<file path="src/hw/rtl/metric_counter_bank_with_stopwatches_defines.svh">
// assertion helpers
`ifndef METRIC_COUNTER_BANK_WITH_STOPWATCHES_DEFINES_SVH
`define METRIC_COUNTER_BANK_WITH_STOPWATCHES_DEFINES_SVH

`define MCB_ASSERT_NOW(lbl, pre, post) \
  lbl: assert property (@(posedge clk) disable iff (!rst_n) (pre) |-> (post)) \
    else $error("assertion failed");

`define MCB_ASSERT_NEXT(lbl, pre, post) \
  lbl: assert property (@(posedge clk) disable iff (!rst_n) (pre) |=> (post)) \
    else $error("assertion failed");

`endif

</file>
<file path="src/hw/rtl/mcb_pkg.sv">
package mcb_pkg;

  localparam int NUM_METRICS     = 32;
  localparam int STOPWATCH_SLOTS = 8;
  localparam int TICK_HZ         = 32768;
  localparam int MET_W           = $clog2(NUM_METRICS);
  localparam int CNT_W           = MET_W + 1;
  localparam int SLOT_W          = $clog2(STOPWATCH_SLOTS);
  localparam logic [9:0]  MS_PER_SEC = 10'd1000;
  localparam logic [28:0] DIV1000_MUL = 29'h10624DD3;
  localparam int          DIV1000_SH  = 38;

  localparam logic [2:0] ACT_CLEAR  = 3'd0;
  localparam logic [2:0] ACT_SET    = 3'd1;
  localparam logic [2:0] ACT_ADD    = 3'd2;
  localparam logic [2:0] ACT_START  = 3'd3;
  localparam logic [2:0] ACT_STOP   = 3'd4;
  localparam logic [2:0] ACT_UPDATE = 3'd5;
  localparam logic [2:0] ACT_RDALL  = 3'd6;
  localparam logic [2:0] ACT_RDONE  = 3'd7;

  localparam logic [1:0] ST_OK      = 2'd0;
  localparam logic [1:0] ST_FULL    = 2'd1;
  localparam logic [1:0] ST_NOMATCH = 2'd2;
  localparam logic [1:0] ST_NOMET   = 2'd3;

  typedef enum logic [1:0] {
    ASEL_METRIC = 2'd0,
    ASEL_SLOT   = 2'd1,
    ASEL_TOP    = 2'd2
  } asel_t;

  typedef struct packed {
    logic  load;
    logic  clr;
    logic  set_wr;
    logic  start_slot;
    logic  scan_clr;
    logic  scan;
    logic  nomatch;
    logic  sidx_best;
    logic  sidx_inc;
    logic  addr_ld;
    asel_t addr_sel;
    logic  addr_dec;
    logic  e1;
    logic  e2;
    logic  e3;
    logic  rd;
    logic  add_wr;
    logic  tick_upd;
    logic  free_slot;
    logic  emit_ack;
    logic  emit_cnt;
  } cmd_t;

  typedef struct packed {
    logic [2:0] action;
    logic       found;
    logic       sidx_last;
    logic       cur_act;
    logic       n_zero;
    logic       addr_zero;
    logic       out_free;
  } sts_t;

endpackage

</file>
<file path="src/hw/rtl/mcb_ctrl.sv">
module mcb_ctrl import mcb_pkg::*; (
  input  logic clk,
  input  logic rst_n,
  input  logic in_fire,
  input  sts_t sts,
  output logic in_rdy,
  output cmd_t cmd
);

  typedef enum logic [12:0] {
    S_IDLE  = 13'b0000000000001,
    S_DISP  = 13'b0000000000010,
    S_SCAN  = 13'b0000000000100,
    S_SDONE = 13'b0000000001000,
    S_SLOOP = 13'b0000000010000,
    S_E1    = 13'b0000000100000,
    S_E2    = 13'b0000001000000,
    S_E3    = 13'b0000010000000,
    S_RD    = 13'b0000100000000,
    S_WR    = 13'b0001000000000,
    S_AFTER = 13'b0010000000000,
    S_ARD   = 13'b0100000000000,
    S_AOUT  = 13'b1000000000000
  } state_t;

  state_t state_r, state_nxt;
  logic   resp_r, resp_nxt;

  assign in_rdy = (state_r == S_IDLE) && !resp_r;

  always_comb begin
    state_nxt = state_r;
    resp_nxt  = resp_r;
    cmd       = '0;
    if (resp_r) begin
      if (sts.out_free) begin
        cmd.emit_ack = 1'b1;
        resp_nxt     = 1'b0;
      end
    end else begin
      case (state_r)
        S_IDLE: begin
          if (in_fire) begin
            cmd.load  = 1'b1;
            state_nxt = S_DISP;
          end
        end
        S_DISP: begin
          state_nxt = S_IDLE;
          case (sts.action)
            ACT_CLEAR: begin
              cmd.clr  = 1'b1;
              resp_nxt = 1'b1;
            end
            ACT_SET: begin
              cmd.set_wr = 1'b1;
              resp_nxt   = 1'b1;
            end
            ACT_START: begin
              cmd.start_slot = 1'b1;
              resp_nxt       = 1'b1;
            end
            ACT_STOP: begin
              cmd.scan_clr = 1'b1;
              state_nxt    = S_SCAN;
            end
            ACT_UPDATE, ACT_RDALL: begin
              cmd.scan_clr = 1'b1;
              state_nxt    = S_SLOOP;
            end
            default: begin
              cmd.addr_ld  = 1'b1;
              cmd.addr_sel = ASEL_METRIC;
              state_nxt    = S_RD;
            end
          endcase
        end
        S_SCAN: begin
          cmd.scan = 1'b1;
          if (sts.sidx_last) state_nxt = S_SDONE;
          else cmd.sidx_inc = 1'b1;
        end
        S_SDONE: begin
          if (!sts.found) begin
            cmd.nomatch = 1'b1;
            resp_nxt    = 1'b1;
            state_nxt   = S_IDLE;
          end else begin
            cmd.sidx_best = 1'b1;
            cmd.addr_ld   = 1'b1;
            cmd.addr_sel  = ASEL_METRIC;
            state_nxt     = S_E1;
          end
        end
        S_SLOOP: begin
          if (sts.cur_act) begin
            cmd.addr_ld  = 1'b1;
            cmd.addr_sel = ASEL_SLOT;
            state_nxt    = S_E1;
          end else if (sts.sidx_last) begin
            state_nxt = S_AFTER;
          end else begin
            cmd.sidx_inc = 1'b1;
          end
        end
        S_E1: begin
          cmd.e1    = 1'b1;
          state_nxt = S_E2;
        end
        S_E2: begin
          cmd.e2    = 1'b1;
          state_nxt = S_E3;
        end
        S_E3: begin
          cmd.e3    = 1'b1;
          state_nxt = S_RD;
        end
        S_RD: begin
          cmd.rd = 1'b1;
          if (sts.action == ACT_RDONE) begin
            state_nxt = S_IDLE;
            resp_nxt  = 1'b1;
          end else begin
            state_nxt = S_WR;
          end
        end
        S_WR: begin
          cmd.add_wr = 1'b1;
          if (sts.action == ACT_ADD) begin
            resp_nxt  = 1'b1;
            state_nxt = S_IDLE;
          end else if (sts.action == ACT_STOP) begin
            cmd.free_slot = 1'b1;
            resp_nxt      = 1'b1;
            state_nxt     = S_IDLE;
          end else begin
            cmd.tick_upd = 1'b1;
            if (sts.sidx_last) begin
              state_nxt = S_AFTER;
            end else begin
              cmd.sidx_inc = 1'b1;
              state_nxt    = S_SLOOP;
            end
          end
        end
        S_AFTER: begin
          if (sts.action == ACT_UPDATE || sts.n_zero) begin
            resp_nxt  = 1'b1;
            state_nxt = S_IDLE;
          end else begin
            cmd.addr_ld  = 1'b1;
            cmd.addr_sel = ASEL_TOP;
            state_nxt    = S_ARD;
          end
        end
        S_ARD: begin
          cmd.rd    = 1'b1;
          state_nxt = S_AOUT;
        end
        S_AOUT: begin
          if (sts.out_free) begin
            cmd.emit_cnt = 1'b1;
            if (sts.addr_zero) begin
              state_nxt = S_IDLE;
            end else begin
              cmd.addr_dec = 1'b1;
              state_nxt    = S_ARD;
            end
          end
        end
        default: state_nxt = S_IDLE;
      endcase
    end
  end

  always_ff @(posedge clk) begin
    if (!rst_n) begin
      state_r <= S_IDLE;
      resp_r  <= 1'b0;
    end else begin
      state_r <= state_nxt;
      resp_r  <= resp_nxt;
    end
  end

endmodule

</file>
<file path="src/hw/rtl/mcb_dp.sv">
module mcb_dp import mcb_pkg::*; (
  input  logic                  clk,
  input  logic                  rst_n,
  input  cmd_t                  cmd,
  output sts_t                  sts,
  input  logic [2:0]            in_action,
  input  logic [MET_W-1:0]      in_metric,
  input  logic [31:0]           in_amount,
  input  logic [31:0]           in_rate,
  input  logic [31:0]           in_now,
  input  logic                  cfg_we,
  input  logic [5:0]            cfg_val,
  input  logic                  out_rdy,
  output logic                  out_vld,
  output logic [MET_W-1:0]      out_met,
  output logic [31:0]           out_val,
  output logic [1:0]            out_st,
  output logic                  out_lst
);

  logic [5:0]       miu_r;
  logic [CNT_W-1:0] n_live;
  logic [2:0]       act_r;
  logic [MET_W-1:0] met_r;
  logic [31:0]      amt_r, rate_r, now_r;
  logic [1:0]       st_r;

  logic [31:0]      mem [NUM_METRICS];
  logic [NUM_METRICS-1:0] mval_r;
  logic [31:0]      rd_r;
  logic             rd_vld_r;
  logic [MET_W-1:0] addr_r;
  logic             addr_live;
  logic [31:0]      cnt_q;

  logic [STOPWATCH_SLOTS-1:0] sact_r;
  logic [MET_W-1:0] smet_r   [STOPWATCH_SLOTS];
  logic [31:0]      sstart_r [STOPWATCH_SLOTS];
  logic [31:0]      srate_r  [STOPWATCH_SLOTS];
  logic [7:0]       sage_r   [STOPWATCH_SLOTS];
  logic [SLOT_W-1:0] sidx_r, best_r, free_idx;
  logic [7:0]       best_age_r;
  logic             found_r, full;

  logic [31:0]      p1_r, p2_r, ms;
  logic [22:0]      el_r;
  logic [60:0]      p3;
  logic [31:0]      addend;

  logic             out_vld_r, out_lst_r;
  logic [MET_W-1:0] out_met_r;
  logic [31:0]      out_val_r;
  logic [1:0]       out_st_r;

  assign n_live    = (miu_r > 6'(NUM_METRICS)) ? CNT_W'(NUM_METRICS) : CNT_W'(miu_r);
  assign addr_live = CNT_W'(addr_r) < n_live;
  assign cnt_q     = (rd_vld_r && addr_live) ? rd_r : 32'd0;
  assign full      = &sact_r;
  assign ms        = p1_r / TICK_HZ;
  assign p3        = p2_r * DIV1000_MUL;
  assign addend    = (act_r == ACT_ADD) ? amt_r : {9'd0, el_r};

  always_comb begin
    free_idx = '0;
    for (int i = STOPWATCH_SLOTS - 1; i >= 0; i--) begin
      if (!sact_r[i]) free_idx = SLOT_W'(i);
    end
  end

  assign sts.action    = act_r;
  assign sts.found     = found_r;
  assign sts.sidx_last = (sidx_r == SLOT_W'(STOPWATCH_SLOTS - 1));
  assign sts.cur_act   = sact_r[sidx_r];
  assign sts.n_zero    = (n_live == '0);
  assign sts.addr_zero = (addr_r == '0);
  assign sts.out_free  = !out_vld_r || out_rdy;

  always_ff @(posedge clk) begin
    if (!rst_n) begin
      miu_r <= 6'd32;
    end else if (cfg_we) begin
      miu_r <= cfg_val;
    end
  end

  always_ff @(posedge clk) begin
    if (cmd.load) begin
      act_r  <= in_action;
      met_r  <= in_metric;
      amt_r  <= in_amount;
      rate_r <= in_rate;
      now_r  <= in_now;
      st_r   <= ST_OK;
    end else if (cmd.start_slot && full) begin
      st_r <= ST_FULL;
    end else if (cmd.nomatch) begin
      st_r <= ST_NOMATCH;
    end
    if (cmd.addr_ld) begin
      case (cmd.addr_sel)
        ASEL_METRIC: addr_r <= met_r;
        ASEL_SLOT:   addr_r <= smet_r[sidx_r];
        default:     addr_r <= MET_W'(n_live - CNT_W'(1));
      endcase
    end else if (cmd.addr_dec) begin
      addr_r <= addr_r - MET_W'(1);
    end
    if (cmd.rd) begin
      rd_r     <= mem[addr_r];
      rd_vld_r <= mval_r[addr_r];
    end
    if (cmd.set_wr && CNT_W'(met_r) < n_live) begin
      mem[met_r] <= amt_r;
    end else if (cmd.add_wr && addr_live) begin
      mem[addr_r] <= cnt_q + addend;
    end
    if (cmd.e1) p1_r <= (now_r - sstart_r[sidx_r]) * 32'(MS_PER_SEC);
    if (cmd.e2) p2_r <= srate_r[sidx_r] * ms;
    if (cmd.e3) el_r <= p3[DIV1000_SH +: 23];
  end

  always_ff @(posedge clk) begin
    if (!rst_n) begin
      mval_r <= '0;
    end else if (cmd.clr) begin
      mval_r <= '0;
    end else if (cmd.set_wr && CNT_W'(met_r) < n_live) begin
      mval_r[met_r] <= 1'b1;
    end else if (cmd.add_wr && addr_live) begin
      mval_r[addr_r] <= 1'b1;
    end
  end

  always_ff @(posedge clk) begin
    if (cmd.scan_clr) begin
      sidx_r  <= '0;
      found_r <= 1'b0;
    end else if (cmd.sidx_best) begin
      sidx_r <= best_r;
    end else if (cmd.sidx_inc) begin
      sidx_r <= sidx_r + SLOT_W'(1);
    end
    if (cmd.scan && sact_r[sidx_r] && smet_r[sidx_r] == met_r &&
        (!found_r || sage_r[sidx_r] < best_age_r)) begin
      found_r    <= 1'b1;
      best_r     <= sidx_r;
      best_age_r <= sage_r[sidx_r];
    end
    if (cmd.tick_upd) sstart_r[sidx_r] <= now_r;
    for (int i = 0; i < STOPWATCH_SLOTS; i++) begin
      if (cmd.start_slot && !full) begin
        if (SLOT_W'(i) == free_idx) begin
          smet_r[i]   <= met_r;
          sstart_r[i] <= now_r;
          srate_r[i]  <= rate_r;
          sage_r[i]   <= 8'd0;
        end else if (sact_r[i]) begin
          sage_r[i] <= sage_r[i] + 8'd1;
        end
      end
      if (cmd.free_slot && sact_r[i] && sage_r[i] > best_age_r) begin
        sage_r[i] <= sage_r[i] - 8'd1;
      end
    end
  end

  always_ff @(posedge clk) begin
    if (!rst_n) begin
      sact_r <= '0;
    end else if (cmd.start_slot && !full) begin
      sact_r[free_idx] <= 1'b1;
    end else if (cmd.free_slot) begin
      sact_r[sidx_r] <= 1'b0;
    end
  end

  always_ff @(posedge clk) begin
    if (!rst_n) begin
      out_vld_r <= 1'b0;
    end else if (cmd.emit_ack || cmd.emit_cnt) begin
      out_vld_r <= 1'b1;
    end else if (out_rdy) begin
      out_vld_r <= 1'b0;
    end
  end

  always_ff @(posedge clk) begin
    if (cmd.emit_cnt) begin
      out_met_r <= addr_r;
      out_val_r <= cnt_q;
      out_st_r  <= ST_OK;
      out_lst_r <= (addr_r == '0);
    end else if (cmd.emit_ack) begin
      out_lst_r <= 1'b1;
      out_val_r <= (act_r == ACT_RDONE) ? cnt_q : 32'd0;
      if (act_r == ACT_CLEAR || act_r == ACT_UPDATE || act_r == ACT_RDALL) begin
        out_met_r <= '0;
      end else begin
        out_met_r <= met_r;
      end
      out_st_r <= (act_r == ACT_RDALL) ? ST_NOMET : st_r;
    end
  end

  assign out_vld = out_vld_r;
  assign out_met = out_met_r;
  assign out_val = out_val_r;
  assign out_st  = out_st_r;
  assign out_lst = out_lst_r;

endmodule

</file>
<file path="src/hw/rtl/metric_counter_bank_with_stopwatches.sv">
// Bank of 32 counters plus 8 stopwatches. One item is taken at a time; a result waits in the
// output register while the next item is accepted. A stop scans the 8 slots, then on a match
// runs a 3-stage multiply chain and a counter read-modify-write; update walks every slot and
// runs the same chain and write for each active one; read all walks the slots likewise and
// then reads out the live counters one at a time from the top down. The slot walk and the
// single counter memory port set how long these actions take.
`include "metric_counter_bank_with_stopwatches_defines.svh"

module metric_counter_bank_with_stopwatches import mcb_pkg::*; (
  input  logic         clk,
  input  logic         rst_n,
  input  logic         in_tvalid,
  output logic         in_tready,
  input  logic [103:0] in_tdata,   // metric, amount, rate, now_ticks, zero pad
  input  logic [2:0]   in_tuser,   // action
  output logic         out_tvalid,
  input  logic         out_tready,
  output logic [39:0]  out_tdata,  // out_metric, out_value, zero pad
  output logic [1:0]   out_tuser,  // status
  output logic         out_tlast,
  input  logic         cfg_valid,
  output logic         cfg_ready,
  input  logic [5:0]   cfg_data
);

  cmd_t             cmd;
  sts_t             sts;
  logic             in_fire;
  logic [MET_W-1:0] o_met;
  logic [31:0]      o_val;

  assign in_fire   = in_tvalid && in_tready;
  assign cfg_ready = 1'b1;
  assign out_tdata = {3'd0, o_val, o_met};

  mcb_ctrl u_ctrl (
    .clk     (clk),
    .rst_n   (rst_n),
    .in_fire (in_fire),
    .sts     (sts),
    .in_rdy  (in_tready),
    .cmd     (cmd)
  );

  mcb_dp u_dp (
    .clk       (clk),
    .rst_n     (rst_n),
    .cmd       (cmd),
    .sts       (sts),
    .in_action (in_tuser),
    .in_metric (in_tdata[4:0]),
    .in_amount (in_tdata[36:5]),
    .in_rate   (in_tdata[68:37]),
    .in_now    (in_tdata[100:69]),
    .cfg_we    (cfg_valid && cfg_ready),
    .cfg_val   (cfg_data),
    .out_rdy   (out_tready),
    .out_vld   (out_tvalid),
    .out_met   (o_met),
    .out_val   (o_val),
    .out_st    (out_tuser),
    .out_lst   (out_tlast)
  );

  `MCB_ASSERT_NEXT(a_one_item, in_tvalid && in_tready, !in_tready)
  `MCB_ASSERT_NOW(a_nomet_last, out_tvalid && out_tuser == ST_NOMET, out_tlast)
  `MCB_ASSERT_NOW(a_err_zero, out_tvalid && out_tuser != ST_OK, out_tdata[36:5] == 32'd0)

endmodule
</file>
<file path="config.mk">
export PLATFORM = sky130hd
export DESIGN_NAME = metric_counter_bank_with_stopwatches
export DESIGN_NICKNAME = d
export VERILOG_FILES = /design/src/hw/rtl/mcb_pkg.sv /design/src/hw/rtl/mcb_ctrl.sv /design/src/hw/rtl/mcb_dp.sv /design/src/hw/rtl/metric_counter_bank_with_stopwatches.sv
export VERILOG_INCLUDE_DIRS = /design/src /design/src/hw/rtl
export SDC_FILE = /design/constraint.sdc
export NUM_CORES = 2
export LEC_CHECK = 0
export BUFFER_PORTS_ARGS = -buffer_cell sky130_fd_sc_hd__buf_4
export CORE_MARGIN = 2
export CORE_UTILIZATION = 35
export DETAILED_ROUTE_END_ITERATION = 16
export GPL_TIMING_DRIVEN = 0
export PLACE_DENSITY = 0.53
export SLEW_MARGIN = 20
export SYNTH_ARGS = -nofsm -noshare
export SYNTH_HDL_FRONTEND = slang
export SYNTH_SLANG_ARGS = --single-unit
export TNS_END_PERCENT = 1
</file>
<file path="constraint.sdc">
create_clock -name clk -period 9 [get_ports clk]
set_clock_uncertainty 0.2 [all_clocks]
set_input_delay 0.9 -clock clk [delete_from_list [all_inputs] [get_ports clk]]
set_output_delay 0.9 -clock clk [all_outputs]
set_load 0.03 [all_outputs]
</file>
==> impl_metrics.py <==
metrics = {
    "setup_path": {
        "crit_path_start_kind": "flop",
        "reg2reg_slack_ps": 260,
        "critPathRequiredTime_ps": 9400,
        "crit_fanout": 10,
        "crit_path_end_kind": "flop",
        "crit_family": "compound AO/OA/AOI/OAI gates",
        "path_common_cell": "clkbuf_8",
        "slowest_delay_ps": 550,
        "worstSetupPathType": "flop to flop",
        "critical_path_buf_inv_count": 8,
        "cpMaxStageDelayCell": "fa_1",
        "critPathArrivalTime_ps": 9140,
    },
    "floorplanning": {
        "start_util": 0.351,
        "rows": 206,
        "dieArea_sq_um": 320000,
        "die-height_um": 566,
        "ios": 164,
        "die_w_um": 566,
        "core_sq_um": 314000,
    },
    "synthesis": {
        "ys.flop_type": "edfxtp_1",
        "ys_ff_latch": 1948,
        "synth_edf_count": 1876,
        "yosysWarnings": 0,
        "avgSynthCellArea_sq_um": 14.3,
        "synth_top_cell_area_share": 0.510,
        "synthCells": 7728,
        "netlist_area_sq_um": 110000,
        "synth_top_area_cell": "edfxtp_1",
        "synth.area.top_cells": "edfxtp_1 (51%), fa_1 (13%), mux4_2 (8.4%)",
        "ys_types": 100,
        "synth_seq_area_share": 0.523,
        "async_flop_share": 0,
    },
    "global_routing": {
        "grt_pass1_vias": 70000,
        "antenna_found_initial": 13,
        "grt_max_degree": 70,
        "grt-ovfl-total": 0,
        "grt_pass1_wl_um": 470000,
        "grtUsageTotal": 0.201,
    },
    "layout": {
        "nets": 9833,
        "area.sequential_sq_um": 57800,
        "layout-drive-gt1-share": 0.166,
        "multi_input_area_sq_um": 48300,
        "n_fill_cell": 28800,
        "areaGrowthSynthToFinish_pct": 16.9,
    },
    "sta": {
        "rsz0062_at_grt": "yes",
        "min_period_ps": 8740,
        "period_share": 0.971,
        "slew_headroom": 0.142,
        "tightest_slew_ps": 1270,
        "setup_viol": 0,
        "fin_tns_setup_ps": 0,
        "layout_setup_ws_ps": 260,
        "timing.hold.ws_ps": 67.4,
        "timing.fmax_mhz": 114,
        "finalHoldViolCount": 0,
        "slew_viol_final": 0,
    },
    "cts": {
        "cts-root-buf": "clkbuf_16",
        "cts.sinks": 1948,
        "clk_pin_slew_ps": 80,
        "clock_path_buffers": 4,
        "insertion_delay_ps": 930,
        "cts_buffers": 212,
        "cts_tree": "built",
        "htreeDepth": 4,
    },
    "routing": {
        "first_iter_violations": 5918,
        "viasPerCell": 5.25,
        "drt-wirelength-per-cell_um": 25.2,
        "final_antenna_net_count": 0,
        "vias": 66600,
        "routed_wl_um": 320000,
        "drc": 0,
        "drtPass1Iterations": 5,
    },
    "place": {
        "dp_hpwl_um": 237000,
        "port_buffers": 152,
        "pre_cts_ws_ps": -3440,
        "gp_congestion": 0.878,
    },
    "job": {
        "maxCapViolCount": 0,
    },
    "pwr": {
        "finalPower_mw": 32.5,
        "power_density_nw_per_um2": 252,
        "p_leak_nw": 48.7,
        "irDropWorstVdd_mv": 0.811,
    },
    "worst_hold_path": {
        "hp-class": "input port to flop",
    },
    "status": {
        "outcome": "complete, no violations",
    },
}
synthesized netlist by cell type (all sizes together), types with 72 or more instances:
cell type	n
ha	668
a21o	85
nand2	557
nand3	88
dfxtp	72
o21ai	176
inv	1100
edfxtp	1876
mux4	412
and2	139
buf	81
xnor2	131
a22oi	139
a21oi	222
nor3	72
clkbuf	209
fa	694
nor2	213
path summary, 6_finish.rpt:
kind,end,depth (start not counted),startpoint
max,u_dp.p1_r[31],34,flop
min,u_dp.rate_r[17],1,in_tdata[54]
max reg2reg,u_dp.p1_r[31],34,flop
min reg2reg,u_dp.mval_r[0],2,u_dp.mval_r[0]
layout make-up:
| cell class | instances | area share |
|---|---|---|
| clock inverter | 114 | 0.00967 |
| timing repair buffer | 415 | 0.0403 |
| multi-input combinational | 4389 | 0.374 |
| inverter | 1103 | 0.0323 |
| sequential | 1948 | 0.448 |
| clock buffer | 258 | 0.0433 |
| antenna | 18 | 0.000349 |
| buffer | 284 | 0.0118 |
| tap | 4160 | 0.0403 |
per-stage QoR:
| step | utilization | area (sq um) | instances |
|---|---|---|---|
| 2_1_floorplan | - | 110000 | 7730 |
| 3_3_place_gp | 0.371 | 117000 | 12000 |
| 3_5_place_dp | 0.382 | 120000 | 12200 |
| 4_1_cts | 0.408 | 128000 | 12600 |
| 5_1_grt | 0.410 | 129000 | 12700 |
| 6_report | 0.410 | 129000 | 12700 |
registers in the layout (all words and copies together) (netlist names), 40 cells and up, named ones only:
name           flops
u_dp.sage_r       64
u_dp.sstart_r    232
u_dp.mem        1024
u_dp.srate_r     256
u_dp.smet_r       40
cells in the final DEF (no fill, tap or decap), drive strengths merged, types with 28 or more instances in the layout:
cell         instances
a21o                85
a21oi              222
a221oi              28
a22oi              139
and2               139
and3                63
buf                407
clkbuf             467
clkinv              80
dfxtp               72
dlygate4sd3         83
edfxtp            1876
fa                 694
ha                 668
inv               1108
mux2                70
mux2i               44
mux4               412
nand2              557
nand2b              55
nand3               88
nand4               63
nor2               213
nor2b               62
nor3                72
o21a                29
o21ai              176
xnor2              131
xor2                69
where the power goes:
group / switching (mW) / total [mW] / internal (mW)
logic: 6.99 / 12.4 / 5.40
clock network: 3.71 / 8.65 / 4.94
registers: 0.279 / 11.4 / 11.2
metal layers:
metal | part of all wire | vias to the layer above | global-route usage
met5 | 0 | - | 0
met1 | 0.41 | 35000 | 0.262
met2 | 0.49 | 2031 | 0.344
met4 | 0.041 | 0 | 0.0762
met3 | 0.050 | 472 | 0.0220
li1 | - | 29100 | -
logic make-up (layout without fill, tap and decap cells):
| kind of cell | count (synthesis) | in the layout | share of synthesized area |
|---|---|---|---|
| flip-flops | 1948 | 1948 | 0.523 |
| multiplexers | 526 | 526 | 0.0952 |
| other | 2 | 22 | 0.0000680 |
| adder cells (fa/ha/maj) | 1368 | 1368 | 0.202 |
| AO/OA/AOI/OAI | 871 | 871 | 0.0519 |
| XOR/XNOR | 202 | 202 | 0.0164 |
| buffers and inverters | 1393 | 2174 | 0.0482 |
| AND/OR/NAND/NOR | 1418 | 1418 | 0.0626 |
timing repair:
action,in CTS,in global routing
gates resized for setup,128,37
setup buffers,14,44
hold buffers,83,0
endpoints found under the setup margin,38,43
hold endpoints to repair,83,0
pin swaps,11,16
Power figures use the tool's default switching activity.
